--- config.mk ---
export PLATFORM = sky130hd
export DESIGN_NAME = button_toggled_output_sequencer_flat
export DESIGN_NICKNAME = d
export VERILOG_FILES = /design/src/sv/bts_pkg.sv /design/src/sv/bts_stream_if.sv /design/src/sv/button_toggled_output_sequencer.sv /design/src/flat_wrapper.sv
export SDC_FILE = /design/constraint.sdc
export NUM_CORES = 1
export LEC_CHECK = 0
export ABC_CLOCK_PERIOD_IN_PS = 6700
export BUFFER_PORTS_ARGS = -buffer_cell sky130_fd_sc_hd__buf_2
export CORE_ASPECT_RATIO = 2
export CORE_UTILIZATION = 45
export CTS_CLUSTER_SIZE = 25
export DETAILED_ROUTE_END_ITERATION = 6
export HOLD_SLACK_MARGIN = 0.12
export PLACE_DENSITY = 0.66
export SLEW_MARGIN = 40
export SYNTH_ARGS = -nofsm -noshare
export SYNTH_HDL_FRONTEND = slang
export SYNTH_SLANG_ARGS = --single-unit
--- constraint.sdc ---
create_clock -name i_clk -period 6.7 [get_ports i_clk]
set_input_delay 0.335 -clock i_clk [delete_from_list [all_inputs] [get_ports i_clk]]
set_output_delay 0.335 -clock i_clk [all_outputs]
set_load 0.02 [all_outputs]
--- src/sv/bts_pkg.sv ---
// Shared types and constants of the button-toggled output sequencer.
`timescale 1ns / 1ps
`default_nettype none

package bts_pkg;

    localparam int unsigned NUM_OUTPUTS_DEF = 8;

    localparam logic [15:0] STEP_DELAY_RST  = 16'h024C;
    localparam logic [7:0]  PRESS_THR_RST   = 8'h07;

    localparam int unsigned CFG_ADDR_W = 3;

    typedef enum logic [0:0] {
        REG_STEP_DELAY = 1'b0,
        REG_PRESS_THR  = 1'b1
    } t_reg_idx;

    typedef struct packed {
        logic button_low;
    } t_tick_item;

    typedef struct packed {
        logic [7:0] output_bits;
        logic       target_on;
        logic       busy_res;
    } t_res_item;

endpackage

`default_nettype wire

--- src/sv/bts_stream_if.sv ---
// Valid/ready channel interface with a typed payload.
`timescale 1ns / 1ps
`default_nettype none

interface bts_stream_if #(
    parameter type T = logic
);
    logic valid;
    logic ready;
    T     data;

    modport source (output valid, output data, input ready);
    modport sink   (input valid, input data, output ready);
endinterface

`default_nettype wire

--- src/sv/button_toggled_output_sequencer.sv ---
// Top level of the button-toggled output sequencer.
//
// Each transfer on i_tick is one timer tick carrying the sampled button level.
// Every tick yields exactly one result transfer on o_res giving the output
// drive bits, the current target level and the busy flag after that tick.
// A tick is captured in an input register and its result is computed by one
// short layer of logic into the result register. The result is offered from
// the result register once its tick has passed through the input register, and
// a tick is taken in every cycle while the receiver keeps up.
// If the receiver stalls, the result register holds and one further tick may
// wait in the input register; i_tick.ready then falls until a result leaves.
// The APB port holds step_delay at address 0 and press_threshold at 4; it is
// to be written only while no ticks are in flight; the block does not enforce this.
// Synchronous reset restores the register defaults, clears the press counter,
// turns every output off and empties both registers.
`timescale 1ns / 1ps
`default_nettype none

module button_toggled_output_sequencer #(
    parameter int unsigned NUM_OUTPUTS = bts_pkg::NUM_OUTPUTS_DEF
) (
    input  wire logic                            i_clk,
    input  wire logic                            i_rst_n,
    bts_stream_if.sink                           i_tick,
    bts_stream_if.source                         o_res,
    input  wire logic                            psel,
    input  wire logic                            penable,
    input  wire logic                            pwrite,
    input  wire logic [bts_pkg::CFG_ADDR_W-1:0]  paddr,
    input  wire logic [31:0]                     pwdata,
    output logic      [31:0]                     prdata,
    output logic                                 pready
);
    import bts_pkg::*;

    localparam int unsigned IW = $clog2(NUM_OUTPUTS + 1);
    localparam int unsigned PW = (NUM_OUTPUTS > 8) ? NUM_OUTPUTS : 8;

    typedef enum logic [2:0] {
        PH_IDLE = 3'b001,
        PH_SEQ  = 3'b010,
        PH_WAIT = 3'b100
    } t_phase;

    logic [15:0]            r_step_delay;
    logic [7:0]             r_press_thr;
    logic                   r_in_valid;
    t_tick_item             r_in;
    logic                   r_out_valid;
    t_res_item              r_out;
    logic [7:0]             r_count;
    t_phase                 r_phase;
    logic [IW-1:0]          r_idx;
    logic [15:0]            r_delay;
    logic                   r_level;
    logic [NUM_OUTPUTS-1:0] r_drive;

    logic [7:0]             n_count;
    t_phase                 n_phase;
    logic [IW-1:0]          n_idx;
    logic [15:0]            n_delay;
    logic                   n_level;
    logic [NUM_OUTPUTS-1:0] n_drive;

    logic                   w_advance;
    logic                   w_cfg_wr;
    t_reg_idx               w_reg;
    logic [7:0]             w_thr;
    logic [15:0]            w_eff_delay;
    logic [15:0]            w_dec;
    logic [IW-1:0]          w_idx_inc;
    logic                   w_drive_en;
    logic [PW-1:0]          w_pad;

    assign pready   = 1'b1;
    assign w_reg    = t_reg_idx'(paddr[2]);
    assign w_cfg_wr = psel && penable && pwrite && pready;

    always_comb begin
        case (w_reg)
            REG_STEP_DELAY: prdata = {16'h0000, r_step_delay};
            REG_PRESS_THR:  prdata = {24'h000000, r_press_thr};
            default:        prdata = 32'h0000_0000;
        endcase
    end

    assign w_advance    = r_in_valid && (!r_out_valid || o_res.ready);
    assign i_tick.ready = !r_in_valid || w_advance;
    assign o_res.valid  = r_out_valid;
    assign o_res.data   = r_out;

    assign w_thr       = (r_press_thr == 8'd0) ? 8'd1 : r_press_thr;
    assign w_eff_delay = (r_step_delay == 16'd0) ? 16'd1 : r_step_delay;
    assign w_dec       = (r_delay != 16'd0) ? r_delay - 16'd1 : r_delay;
    assign w_idx_inc   = r_idx + IW'(1);

    always_comb begin
        n_count    = r_count;
        n_phase    = r_phase;
        n_idx      = r_idx;
        n_delay    = r_delay;
        n_level    = r_level;
        n_drive    = r_drive;
        w_drive_en = 1'b0;

        if (r_in.button_low && (r_count < w_thr)) begin
            n_count = r_count + 8'd1;
        end

        case (r_phase)
            PH_IDLE: begin
                if (n_count >= w_thr) begin
                    n_level    = !r_level;
                    n_idx      = '0;
                    w_drive_en = 1'b1;
                    n_delay    = w_eff_delay;
                    n_phase    = PH_SEQ;
                end
            end
            PH_SEQ: begin
                n_delay = w_dec;
                if (w_dec == 16'd0) begin
                    n_idx = w_idx_inc;
                    if (w_idx_inc < IW'(NUM_OUTPUTS)) begin
                        w_drive_en = 1'b1;
                        n_delay    = w_eff_delay;
                    end else begin
                        n_phase = PH_WAIT;
                    end
                end
            end
            default: begin
            end
        endcase

        if (w_drive_en) begin
            for (int k = 0; k < NUM_OUTPUTS; k++) begin
                if (n_idx == IW'(k)) begin
                    n_drive[k] = n_level;
                end
            end
        end

        if ((n_phase == PH_WAIT) && !r_in.button_low) begin
            n_count = 8'd0;
            n_idx   = '0;
            n_phase = PH_IDLE;
        end
    end

    assign w_pad = PW'(n_drive);

    always_ff @(posedge i_clk) begin
        if (!i_rst_n) begin
            r_step_delay <= STEP_DELAY_RST;
            r_press_thr  <= PRESS_THR_RST;
            r_in_valid   <= 1'b0;
            r_out_valid  <= 1'b0;
            r_count      <= 8'd0;
            r_phase      <= PH_IDLE;
            r_idx        <= '0;
            r_delay      <= 16'd0;
            r_level      <= 1'b0;
            r_drive      <= '0;
        end else begin
            if (w_cfg_wr) begin
                case (w_reg)
                    REG_STEP_DELAY: r_step_delay <= pwdata[15:0];
                    REG_PRESS_THR:  r_press_thr  <= pwdata[7:0];
                    default: begin
                    end
                endcase
            end

            if (i_tick.valid && i_tick.ready) begin
                r_in_valid <= 1'b1;
                r_in       <= i_tick.data;
            end else if (w_advance) begin
                r_in_valid <= 1'b0;
            end

            if (w_advance) begin
                r_out_valid       <= 1'b1;
                r_out.output_bits <= w_pad[7:0];
                r_out.target_on   <= n_level;
                r_out.busy_res    <= (n_phase != PH_IDLE);
                r_count           <= n_count;
                r_phase           <= n_phase;
                r_idx             <= n_idx;
                r_delay           <= n_delay;
                r_level           <= n_level;
                r_drive           <= n_drive;
            end else if (o_res.ready) begin
                r_out_valid <= 1'b0;
            end
        end
    end

endmodule

`default_nettype wire

--- src/flat_wrapper.sv ---
// flat-port wrapper written by rule: the top's interface ports become plain ports
module button_toggled_output_sequencer_flat import bts_pkg::*;
#(
    parameter int unsigned NUM_OUTPUTS = bts_pkg::NUM_OUTPUTS_DEF
)
  (i_clk, i_rst_n, psel, penable, pwrite, paddr, pwdata, prdata, pready, i_tick_valid, i_tick_data, i_tick_ready, o_res_valid, o_res_data, o_res_ready);
  bts_stream_if #(.T(t_tick_item)) i_tick_i ();
  bts_stream_if #(.T(t_res_item)) o_res_i ();
  input  wire logic i_clk;
  input  wire logic i_rst_n;
  input  wire logic psel;
  input  wire logic penable;
  input  wire logic pwrite;
  input  wire logic [bts_pkg::CFG_ADDR_W-1:0] paddr;
  input  wire logic [31:0] pwdata;
  output logic      [31:0] prdata;
  output logic pready;
  input wire logic [$bits(i_tick_i.valid)-1:0] i_tick_valid;
  input wire logic [$bits(i_tick_i.data)-1:0] i_tick_data;
  output wire logic [$bits(i_tick_i.ready)-1:0] i_tick_ready;
  output wire logic [$bits(o_res_i.valid)-1:0] o_res_valid;
  output wire logic [$bits(o_res_i.data)-1:0] o_res_data;
  input wire logic [$bits(o_res_i.ready)-1:0] o_res_ready;
  assign i_tick_i.valid = i_tick_valid;
  assign i_tick_i.data = i_tick_data;
  assign i_tick_ready = i_tick_i.ready;
  assign o_res_valid = o_res_i.valid;
  assign o_res_data = o_res_i.data;
  assign o_res_i.ready = o_res_ready;
  button_toggled_output_sequencer #(.NUM_OUTPUTS(NUM_OUTPUTS)) u_core (.i_clk(i_clk), .i_rst_n(i_rst_n), .i_tick(i_tick_i), .o_res(o_res_i), .psel(psel), .penable(penable), .pwrite(pwrite), .paddr(paddr), .pwdata(pwdata), .prdata(prdata), .pready(pready));
endmodule
# After elaboration in Yosys (flattened, before gate mapping)
# Index checks and enable logic that the tools add are counted.
[totals] latch_bits=0 rom_bits=0 ramBits=0 n_memories=0 register_bits=77
[op_classes] n_shift=0 eq_ne=12 n_mul=0 n_lt_le_gt_ge=3 addsub=3 bitwise_logic=1 div_mod_pow=0 mux=38 reduce_logical=25
[op_table] operator="16-bit 2-to-1 mux" n=5
[op_table] operator="32-bit case mux with 2 select lines" n=1
[op_table] operator="16-bit zero test" n=2
[op_table] operator="8-bit 2-to-1 mux" n=4
[op_table] operator="16-bit case mux with 2 select lines" n=1
[op_table] operator="1-bit 2-to-1 mux" n=17
[op_table] operator="4-bit by 3-bit equality test with 1-bit output (second input constant)" n=4
[op_table] operator="16-bit nonzero test" n=1
[op_table] operator="16-bit by 1-bit subtractor with 16-bit output (second input constant)" n=1
[op_table] operator="3-bit 2-to-1 mux" n=4
[op_table] operator="4-bit 2-to-1 mux" n=3
[op_table] operator="8-bit by 1-bit adder with 8-bit output (second input constant)" n=1
[op_table] operator="4-bit by 2-bit equality test with 1-bit output (second input constant)" n=2
[op_table] operator="8-bit greater-or-equal comparator" n=1
[op_table] operator="8-bit zero test" n=1
[op_table] operator="8-bit < comparator" n=1
[op_table] operator="4-bit case mux with 2 select lines" n=1
[op_table] operator="2-bit AND reduction" n=4
[op_table] operator="1-bit logical AND" n=6
[op_table] operator="3-bit case mux with 2 select lines" n=1
[op_table] operator="2-bit nonzero test" n=3
[op_table] operator="4-bit by 1-bit adder with 4-bit output (second input constant)" n=1
[op_table] operator="4-bit by 1-bit equality test with 1-bit output (second input constant)" n=1
[op_table] operator="1-bit zero test" n=4
[op_table] operator="other kinds (11)" n=12

# Longest topological paths before layout
# Gate-level depths: netlist (run 1).
[logic_depth] word_depth=12 ltp_mapped=22 mapped_depth_nobuf=19

# Worst setup path before layout (run 1)
# OpenSTA, ideal clock, no wires.
[synth_timing] path_kind="register to register" start="register u_core.r_press_thr[6]" end="register u_core.r_out (netlist bit u_core.o_res.data[6]) (data pin)" path_stages_with_launch=22 path_slack_ns=2.380 setup_ns=0.260 arrival_ns=4.059 synth_period_minus_slack_ns=4.320 cell_sequence="dfxtp_1 > inv_1 > ha_1 > a21o_1 > nand2_1 > nand4b_1 > a21oi_1 > clkbuf_1 > nand4_1 > xnor2_1 > ha_1 > and3_1 > a211oi_1 > o21ai_0 > a31oi_1 > or2_2 > clkbuf_1 > o311ai_1 > and2_1 > buf_2 > nand2b_1 > mux2_4"
[synth_between] elab_chain_len=11 elab_cells_between_ends=15
[synth_lines] element="start: declaration" line_no="button_toggled_output_sequencer.sv:46" rtl="logic [7:0] r_press_thr;"
[synth_lines] element="start signal: assignment" line_no="button_toggled_output_sequencer.sv:169" rtl="REG_PRESS_THR: r_press_thr <= pwdata[7:0];"
[synth_lines] element="8-bit zero test" line_no="button_toggled_output_sequencer.sv:92" rtl="assign w_thr = (r_press_thr == 8'd0) ? 8'd1 : r_press_thr;"
[synth_lines] element="8-bit 2-to-1 mux *" line_no="button_toggled_output_sequencer.sv:92"
[synth_lines] element="8-bit < comparator" line_no="button_toggled_output_sequencer.sv:106" rtl="if (r_in.button_low && (r_count < w_thr)) begin"
[synth_lines] element="1-bit logical AND" line_no="button_toggled_output_sequencer.sv:106"
[synth_lines] element="8-bit 2-to-1 mux" line_no="button_toggled_output_sequencer.sv:106"
[synth_lines] element="8-bit greater-or-equal comparator *" line_no="button_toggled_output_sequencer.sv:112" rtl="if (n_count >= w_thr) begin"
[synth_lines] element="4-bit 2-to-1 mux" line_no="button_toggled_output_sequencer.sv:112"
[synth_lines] element="4-bit case mux with 2 select lines" line_no="button_toggled_output_sequencer.sv:110" rtl="case (r_phase)"
[synth_lines] element="4-bit by 3-bit equality test with 1-bit output" line_no="button_toggled_output_sequencer.sv:138" rtl="if (n_idx == IW'(k)) begin"
[synth_lines] element="1-bit 2-to-1 mux" line_no="button_toggled_output_sequencer.sv:138"
[synth_lines] element="8-bit 2-to-1 mux *" line_no="button_toggled_output_sequencer.sv:136" rtl="if (w_drive_en) begin"
[synth_lines] element="net u_core.n_drive[4]" line_no="button_toggled_output_sequencer.sv:63" rtl="logic [NUM_OUTPUTS-1:0] n_drive;"
[synth_lines] element="end: declaration" line_no="button_toggled_output_sequencer.sv:50" rtl="t_res_item r_out;"
# Mark *: on every way through the listed nets, which the timed path passes. The rest lies on a longest branch.
# A chain may end at the register's enable or synchronous reset.

# Worst setup path in the final report (run 1)
[layout_timing] start="register u_core.r_count[6]" end="register u_core.r_out (netlist bit u_core.o_res.data[8]) (data pin)"
[layout_between] elab_chain_len=9 elab_cells_between_ends=14
[layout_lines] element="start: declaration" line_no="button_toggled_output_sequencer.sv:51" rtl="logic [7:0] r_count;"
[layout_lines] element="start signal: assignment" line_no="button_toggled_output_sequencer.sv:187" rtl="r_count <= n_count;"
[layout_lines] element="8-bit < comparator" line_no="button_toggled_output_sequencer.sv:106"
[layout_lines] element="1-bit logical AND" line_no="button_toggled_output_sequencer.sv:106"
[layout_lines] element="8-bit 2-to-1 mux *" line_no="button_toggled_output_sequencer.sv:106"
[layout_lines] element="8-bit greater-or-equal comparator *" line_no="button_toggled_output_sequencer.sv:112"
[layout_lines] element="4-bit 2-to-1 mux" line_no="button_toggled_output_sequencer.sv:112"
[layout_lines] element="4-bit case mux with 2 select lines" line_no="button_toggled_output_sequencer.sv:110"
[layout_lines] element="4-bit by 3-bit equality test with 1-bit output" line_no="button_toggled_output_sequencer.sv:138"
[layout_lines] element="1-bit 2-to-1 mux" line_no="button_toggled_output_sequencer.sv:138"
[layout_lines] element="8-bit 2-to-1 mux *" line_no="button_toggled_output_sequencer.sv:136"
[layout_lines] element="net u_core.n_drive[6]" line_no="button_toggled_output_sequencer.sv:63"
# Marks and branches as above.

==> metrics.csv, run 1 <==
stage;metric;value;unit
status;status;finished, final reports clean;
critical_path;crit path kind;flop to flop;
timing;Worst slew margin;43.3;%
timing;worst hold slack;0.176;ns
timing;Slew Limit Fails;0;
routing;Vias per Instance;5.85;
global_route;initial antenna violation count;0;
logic_synthesis;Yosys top cell area share;26.6;%
floorplan;# rows;54;
critical_path;RR Startpoint;u_core.r_count[6];
timing;Final Hold Fails;0;
routing;DRC Markers;0;
logic_synthesis;yosys warns;0;
pwr;switching share of power;23.6;%
logic_synthesis;leading area contributor after synthesis;dfxtp_1;
cts;CTS Hold Bufs;0;
global_route;GRT overflow;0;
placed_design;Post-DP Area;5210;um2
pwr;combinational share of power;8.1;%
critical_path;reg2reg setup slack;1.94;ns
timing;Finish-stage setup viols;0;
global_route;largest net degree at the start of global routing;52;
logic_synthesis;Area contributors post-synth;dfxtp_1, nand2_1, edfxtp_1, a21oi_1, ha_1;
critical_path;r2r worst-path depth;17;
pwr;Int Power;0.852;mW
floorplan;die height;151;um
critical_path;Data required, critical path;6.79;ns
logic_synthesis;sequential element share of the synthesized area;33.2;%
layout;fraction of layout cells with a size suffix above 1;16.7;%
timing;post-route setup TNS;0;ns
placed_design;I/O Buffers;52;
cts;Clk Latency, worst-skew pair;0.34;ns
timing;Setup WS post-layout;1.94;ns
pwr;clock power share;48.7;%
logic_synthesis;top_reg_cell synth;dfxtp_1;
logic_synthesis;Post-synth EDFFs;11;
global_route;number of global-route vias before repair;4454;
timing;fmax;0.210;GHz
critical_path;R2R Path End;u_core.o_res.data[8];
placed_design;hpwl dp;9.50;mm
routing;DRT Pass-1 Iters;5;
logic_synthesis;post-synth cell types;76;
cts;CTS Buf Count;9;
pwr;Net Sw Power;0.264;mW
min_path;min-delay src;i_tick_data;
timing;Tmin final;4.76;ns
critical_path;kind of end point of the critical path;flop;
global_route;first-pass GRT wire length;21.0;mm
floorplan;Initial Util;46.0;%
cts;Bufs on Longest Clock Path;2;
logic_synthesis;post-synthesis async set-or-reset flop share;0;%
critical_path;startpoint types;flop;
layout;Layout area overhead;11.7;%
timing;Worst Tran Pin Value;0.849;ns
critical_path;CP endpoint;u_core.o_res.data[8];
routing;Final ANT Viol Nets;0;
logic_synthesis;Gate Count Post-Synth;627;
logic_synthesis;area of the mapped netlist;4980;um2
critical_path;crit path max fanout;12;
routing;WL per Instance;16.3;um
cts;post-CTS resize count;0;
pwr;LEAKAGE;2.18;nW
cts;CTS tree;yes;
timing;Setup Skew;0.00709;ns
pwr;worst vdd ir;0.212;mV
layout;Antenna diodes;0;
pwr;Pwr Total;1.12;mW
cts;Clock Sinks;77;
cts;clock root buffer;clkbuf_16;
floorplan;core area;10800;um2
pwr;Sequential Power Share;43.2;%
layout;Net count, final;713;
timing;RSZ-0062 raised after global routing;no;
placed_design;DP Worst Slack;1.73;ns
pwr;pwr/cell area;201;nW/um2
timing;fin crit share;71.1;%
routing;initial drt markers;287;
cts;htree depth;3;
layout;final instance area;5560;um2
cts;Clock transition at path regs;0.06;ns
floorplan;die area;11500;um2
floorplan;Ports;88;
routing;Vias;4660;
placed_design;RD Place Congestion;0.904;
global_route;GRT Total Usage;23.0;%
flow_run;Max-Cap Viols;0;
routing;total wire length;13.0;mm
logic_synthesis;syn avg cell area;7.94;um2
cts;Post-CTS Setup Repair Bufs;0;
floorplan;Chip Width;76.4;um
min_path;hold crit path type;primary input to flop;
critical_path;CP Data Arrival Time;4.85;ns
logic_synthesis;Yosys reg bits;77;
critical_path;crit path launch;u_core.r_count[6];
-- metrics by stage --
stage / utilization [%] / cells
6_report: 51.4 / 797
3_3_place_gp: 48.0 / 781
2_1_floorplan: - / 642
3_5_place_dp: 48.2 / 781
5_1_grt: 51.4 / 797
4_1_cts: 51.3 / 797
-- placed cells by master (no fill, tap or decap), types with 6 or more instances in the layout --
cell / n
nand2_1: 93
nand4_1: 13
inv_1: 20
dfxtp_1: 66
nand2b_1: 8
nand3b_1: 7
buf_2: 52
mux2i_1: 7
conb_1: 17
mux2_2: 12
or3_1: 6
ha_1: 18
nor2b_1: 11
edfxtp_1: 11
o211ai_1: 7
nand3_1: 22
a31oi_1: 8
clkbuf_16: 10
nor3_1: 18
a211oi_1: 6
a21oi_1: 52
nor4_1: 13
nor2_1: 55
o21ai_0: 15
-- logic make-up after synthesis --
family / synth area share (%)
simple gates: 27.6
compound gates: 19.4
flops: 33.2
buf+inv: 7.49
mux: 5.86
fa+ha+maj: 4.53
xor+xnor: 1.76
other cells: 0.151
-- state kept, by name, summed over array words and instances, names as in the netlist --
name	count
u_core.r_in_valid	1
u_core.r_in	1
u_core.r_step_delay	16
u_core.o_res.data	10
u_core.r_level	1
u_core.r_drive	8
u_core.o_res.valid	1
u_core.r_count	8
u_core.r_delay	16
u_core.r_phase	3
u_core.r_idx	4
u_core.r_press_thr	8
-- worst min-delay path by stage --
stage               slack (ns)  cells past startpoint                end
floorplan                 0.43                      2  u_core.r_drive[3]
global placement          0.44                      2  u_core.r_drive[6]
detailed placement        0.45                      2  u_core.r_drive[6]
CTS                       0.17                      1        u_core.r_in
global route              0.17                      1        u_core.r_in
finish                    0.18                      1        u_core.r_in
-- Yosys cell counts (11+ instances only) --
cell type  instances
a21oi_1           53
buf_4             18
clkbuf_1          30
dfxtp_1           66
edfxtp_1          11
ha_1              18
inv_1             20
mux2_2            12
nand2_1           93
nand3_1           22
nand4_1           13
nor2_1            57
nor2b_1           11
nor3_1            18
nor4_1            13
o21ai_0           15
-- worst max-delay path, stage by stage, from the launching register on --
cell,delay (ns)
dfxtp_1,0.47
ha_1,0.31
a21o_1,0.18
nand2_1,0.06
nand4b_1,0.10
a21oi_2,0.42
nand4_1,0.28
xnor2_1,0.23
ha_1,0.27
and3_1,0.20
a211oi_1,0.21
o21ai_0,0.12
a31oi_1,0.31
or2_2,0.29
o311ai_1,0.18
a21boi_1,0.34
nor2b_1,0.19
mux2_1,0.32
-- layer usage --
layer / part of all wire, % / routed length, um / up-vias / global-route usage, %
met1: 38 / 4870 / 2228 / 22.9
li1: - / - / 2268 / -
met4: 2.8 / 361 / 0 / 12.1
met2: 57 / 7360 / 131 / 45.5
met3: 2.8 / 362 / 33 / 2.91
met5: 0 / 0 / - / 0
-- final cells by class --
class | count | area (um2)
tap | 140 | 175
clock inverter | 5 | 81.3
clock buffer | 11 | 254
fill | 1085 | 5250
sequential | 77 | 1650
inverter | 21 | 78.8
multi-input combinational | 489 | 3040
timing repair buffer | 54 | 275
-- power groups by stage --
stage	registers, mW	clock network (mW)	logic [mW]
3_3_place_gp	0.492	0	0.0876
3_5_place_dp	0.492	0	0.0896
5_1_grt	0.483	0.567	0.0992
2_1_floorplan	0.492	0	0.0699
4_1_cts	0.482	0.549	0.0902
6_report	0.482	0.544	0.0908
Note: power is estimated with default switching activity, not from simulation.
==> run 2: changes to the inputs <==
ABC_CLOCK_PERIOD_IN_PS = 4100   (was 6700)
PLACE_DENSITY = 0.69   (was 0.66)
clock period = 4.1 ns   (was 6.7 ns; I/O delays follow)
==> metrics.csv, run 2 (synthesis gave the netlist of run 1 again) <==
stage;metric;value;unit
status;status;finished, final reports clean;
floorplan;core area;10800;um2
layout;most frequent cells in the layout;nand2_1, dfxtp_1, nor2_1;
cts;CTS tree;yes;
global_route;initial antenna violation count;0;
critical_path;kind of end point of the critical path;flop;
timing;Finish-stage setup viols;0;
timing;fmax;0.252;GHz
critical_path;R2R Path End;u_core.o_res.data[7];
layout;most common cell after layout, fill and taps aside;nand2_1;
global_route;first-pass GRT wire length;21.4;mm
timing;fin crit share;96.8;%
global_route;number of global-route vias before repair;4670;
layout;final instance area;5890;um2
layout;Layout area overhead;18.3;%
critical_path;reg2reg setup slack;0.13;ns
timing;worst hold slack;0.119;ns
critical_path;crit path max fanout;7;
pwr;LEAKAGE;2.31;nW
critical_path;RR Startpoint;u_core.r_press_thr[6];
timing;Setup WS post-layout;0.130;ns
routing;DRC Markers;0;
timing;Worst Tran Pin Value;0.672;ns
cts;CTS Buf Count;9;
placed_design;RD Place Congestion;0.925;
critical_path;r2r worst-path depth;20;
placed_design;Post-DP Area;5330;um2
floorplan;Initial Util;46.0;%
timing;Slew Limit Fails;0;
min_path;Hold Path Cell Cnt;3;
cts;Bufs on Longest Clock Path;2;
timing;Worst slew margin;55.0;%
min_path;hold crit path type;primary input to flop;
routing;total wire length;13.3;mm
critical_path;crit path kind;flop to flop;
placed_design;DP Worst Slack;-0.0702;ns
timing;Final Hold Fails;0;
pwr;pwr/cell area;296;nW/um2
floorplan;Chip Width;76.4;um
cts;Clk Latency, worst-skew pair;0.34;ns
floorplan;# rows;54;
flow_run;Max-Cap Viols;0;
floorplan;die height;151;um
global_route;GRT Total Usage;23.3;%
routing;WL per Instance;16.0;um
routing;Vias per Instance;5.82;
cts;clock root buffer;clkbuf_16;
placed_design;I/O Buffers;52;
cts;Clock transition at path regs;0.06;ns
routing;Final ANT Viol Nets;0;
placed_design;hpwl dp;9.69;mm
cts;Clock Sinks;77;
min_path;hold path endpoint;u_core.r_press_thr[4];
floorplan;die area;11500;um2
global_route;largest net degree at the start of global routing;51;
critical_path;startpoint types;flop;
critical_path;Data required, critical path;4.18;ns
placed_design;Placed Cells;797;
pwr;worst vdd ir;0.273;mV
layout;fraction of layout cells with a size suffix above 1;21.8;%
layout;Antenna diodes;0;
floorplan;Ports;88;
min_path;min-delay src;pwdata[4];
timing;Tmin final;3.97;ns
routing;Vias;4821;
routing;DRT Pass-1 Iters;5;
timing;Setup Skew;0.00699;ns
layout;Finished Layout Cells;828;
critical_path;CP Data Arrival Time;4.05;ns
layout;Net count, final;744;
cts;htree depth;3;
global_route;GRT overflow;0;
routing;initial drt markers;218;
run 2: worst max-delay path, cell delays in order (launching register included):
cell      delay (ns)
dfxtp_1         0.33
inv_1           0.07
ha_4            0.22
a21o_1          0.17
nand2_1         0.05
nand4b_1        0.10
a21oi_1         0.14
buf_4           0.16
nand4_1         0.12
xnor2_1         0.22
ha_1            0.28
and3_4          0.20
a211oi_2        0.22
o21ai_1         0.09
a31oi_1         0.15
buf_4           0.15
or2_2           0.11
o311ai_1        0.16
and2_2          0.27
nor2b_1         0.14
mux2_1          0.34
run 2: area by class of cell:
class	instances	area [um2]
Clock inverter	4	48.8
Fill cell	1027	4920
Timing Repair Buffer	85	536
Multi-Input combinational cell	489	3130
Sequential cell	77	1670
Tap cell	140	175
Clock buffer	12	246
Inverter	21	78.8
run 2: metrics by stage:
stage | setup TNS [ns] | total power [mW] | util, %
after floorplan | 0 | 0.918 | -
after global placement | 0 | 0.949 | 49.1
after detailed placement | -0.177 | 0.954 | 49.3
after CTS | 0 | 1.75 | 53.2
after global routing | -0.0447 | 1.80 | 54.5
final | 0 | 1.74 | 54.5
run 2: per-layer routing:
layer | up-vias | wire length, um | track usage [%]
li1 | 2329 | - | -
met1 | 2248 | 4900 | 22.7
met2 | 188 | 7240 | 45.3
met3 | 56 | 501 | 3.21
met4 | 0 | 623 | 14.9
met5 | - | 0 | 0
run 2: worst max path at each step:
| stage | start | endpoint | slack (ns) | cells past startpoint |
|---|---|---|---|---|
| floorplan | u_core.r_press_thr[6] | u_core.o_res.data[6] | 0.008 | 21 |
| global placement | u_core.r_press_thr[6] | u_core.o_res.data[6] | 0.08 | 19 |
| detailed placement | u_core.r_press_thr[7] | u_core.r_drive[3] | -0.07 | 19 |
| CTS | u_core.r_press_thr[7] | u_core.o_res.data[8] | 0.01 | 19 |
| global route | u_core.r_press_thr[6] | u_core.o_res.data[7] | -0.04 | 20 |
| finish | u_core.r_press_thr[6] | u_core.o_res.data[7] | 0.13 | 20 |
run 2: what timing repair did:
item / CTS / global route
setup buffers: 1 / 3
pin swaps: 0 / 4
endpoints found under the hold margin: 11 / 0
resized for setup: 1 / 30
gates cloned: 0 / 0
endpoints found under the setup margin: 6 / 24
hold buffers: 11 / 0
run 2: where the power goes:
part           internal (mW)  switching (mW)  total (mW)
Sequential             0.774          0.0116       0.786
Clock                  0.487           0.307       0.795
Combinational         0.0594           0.105       0.164
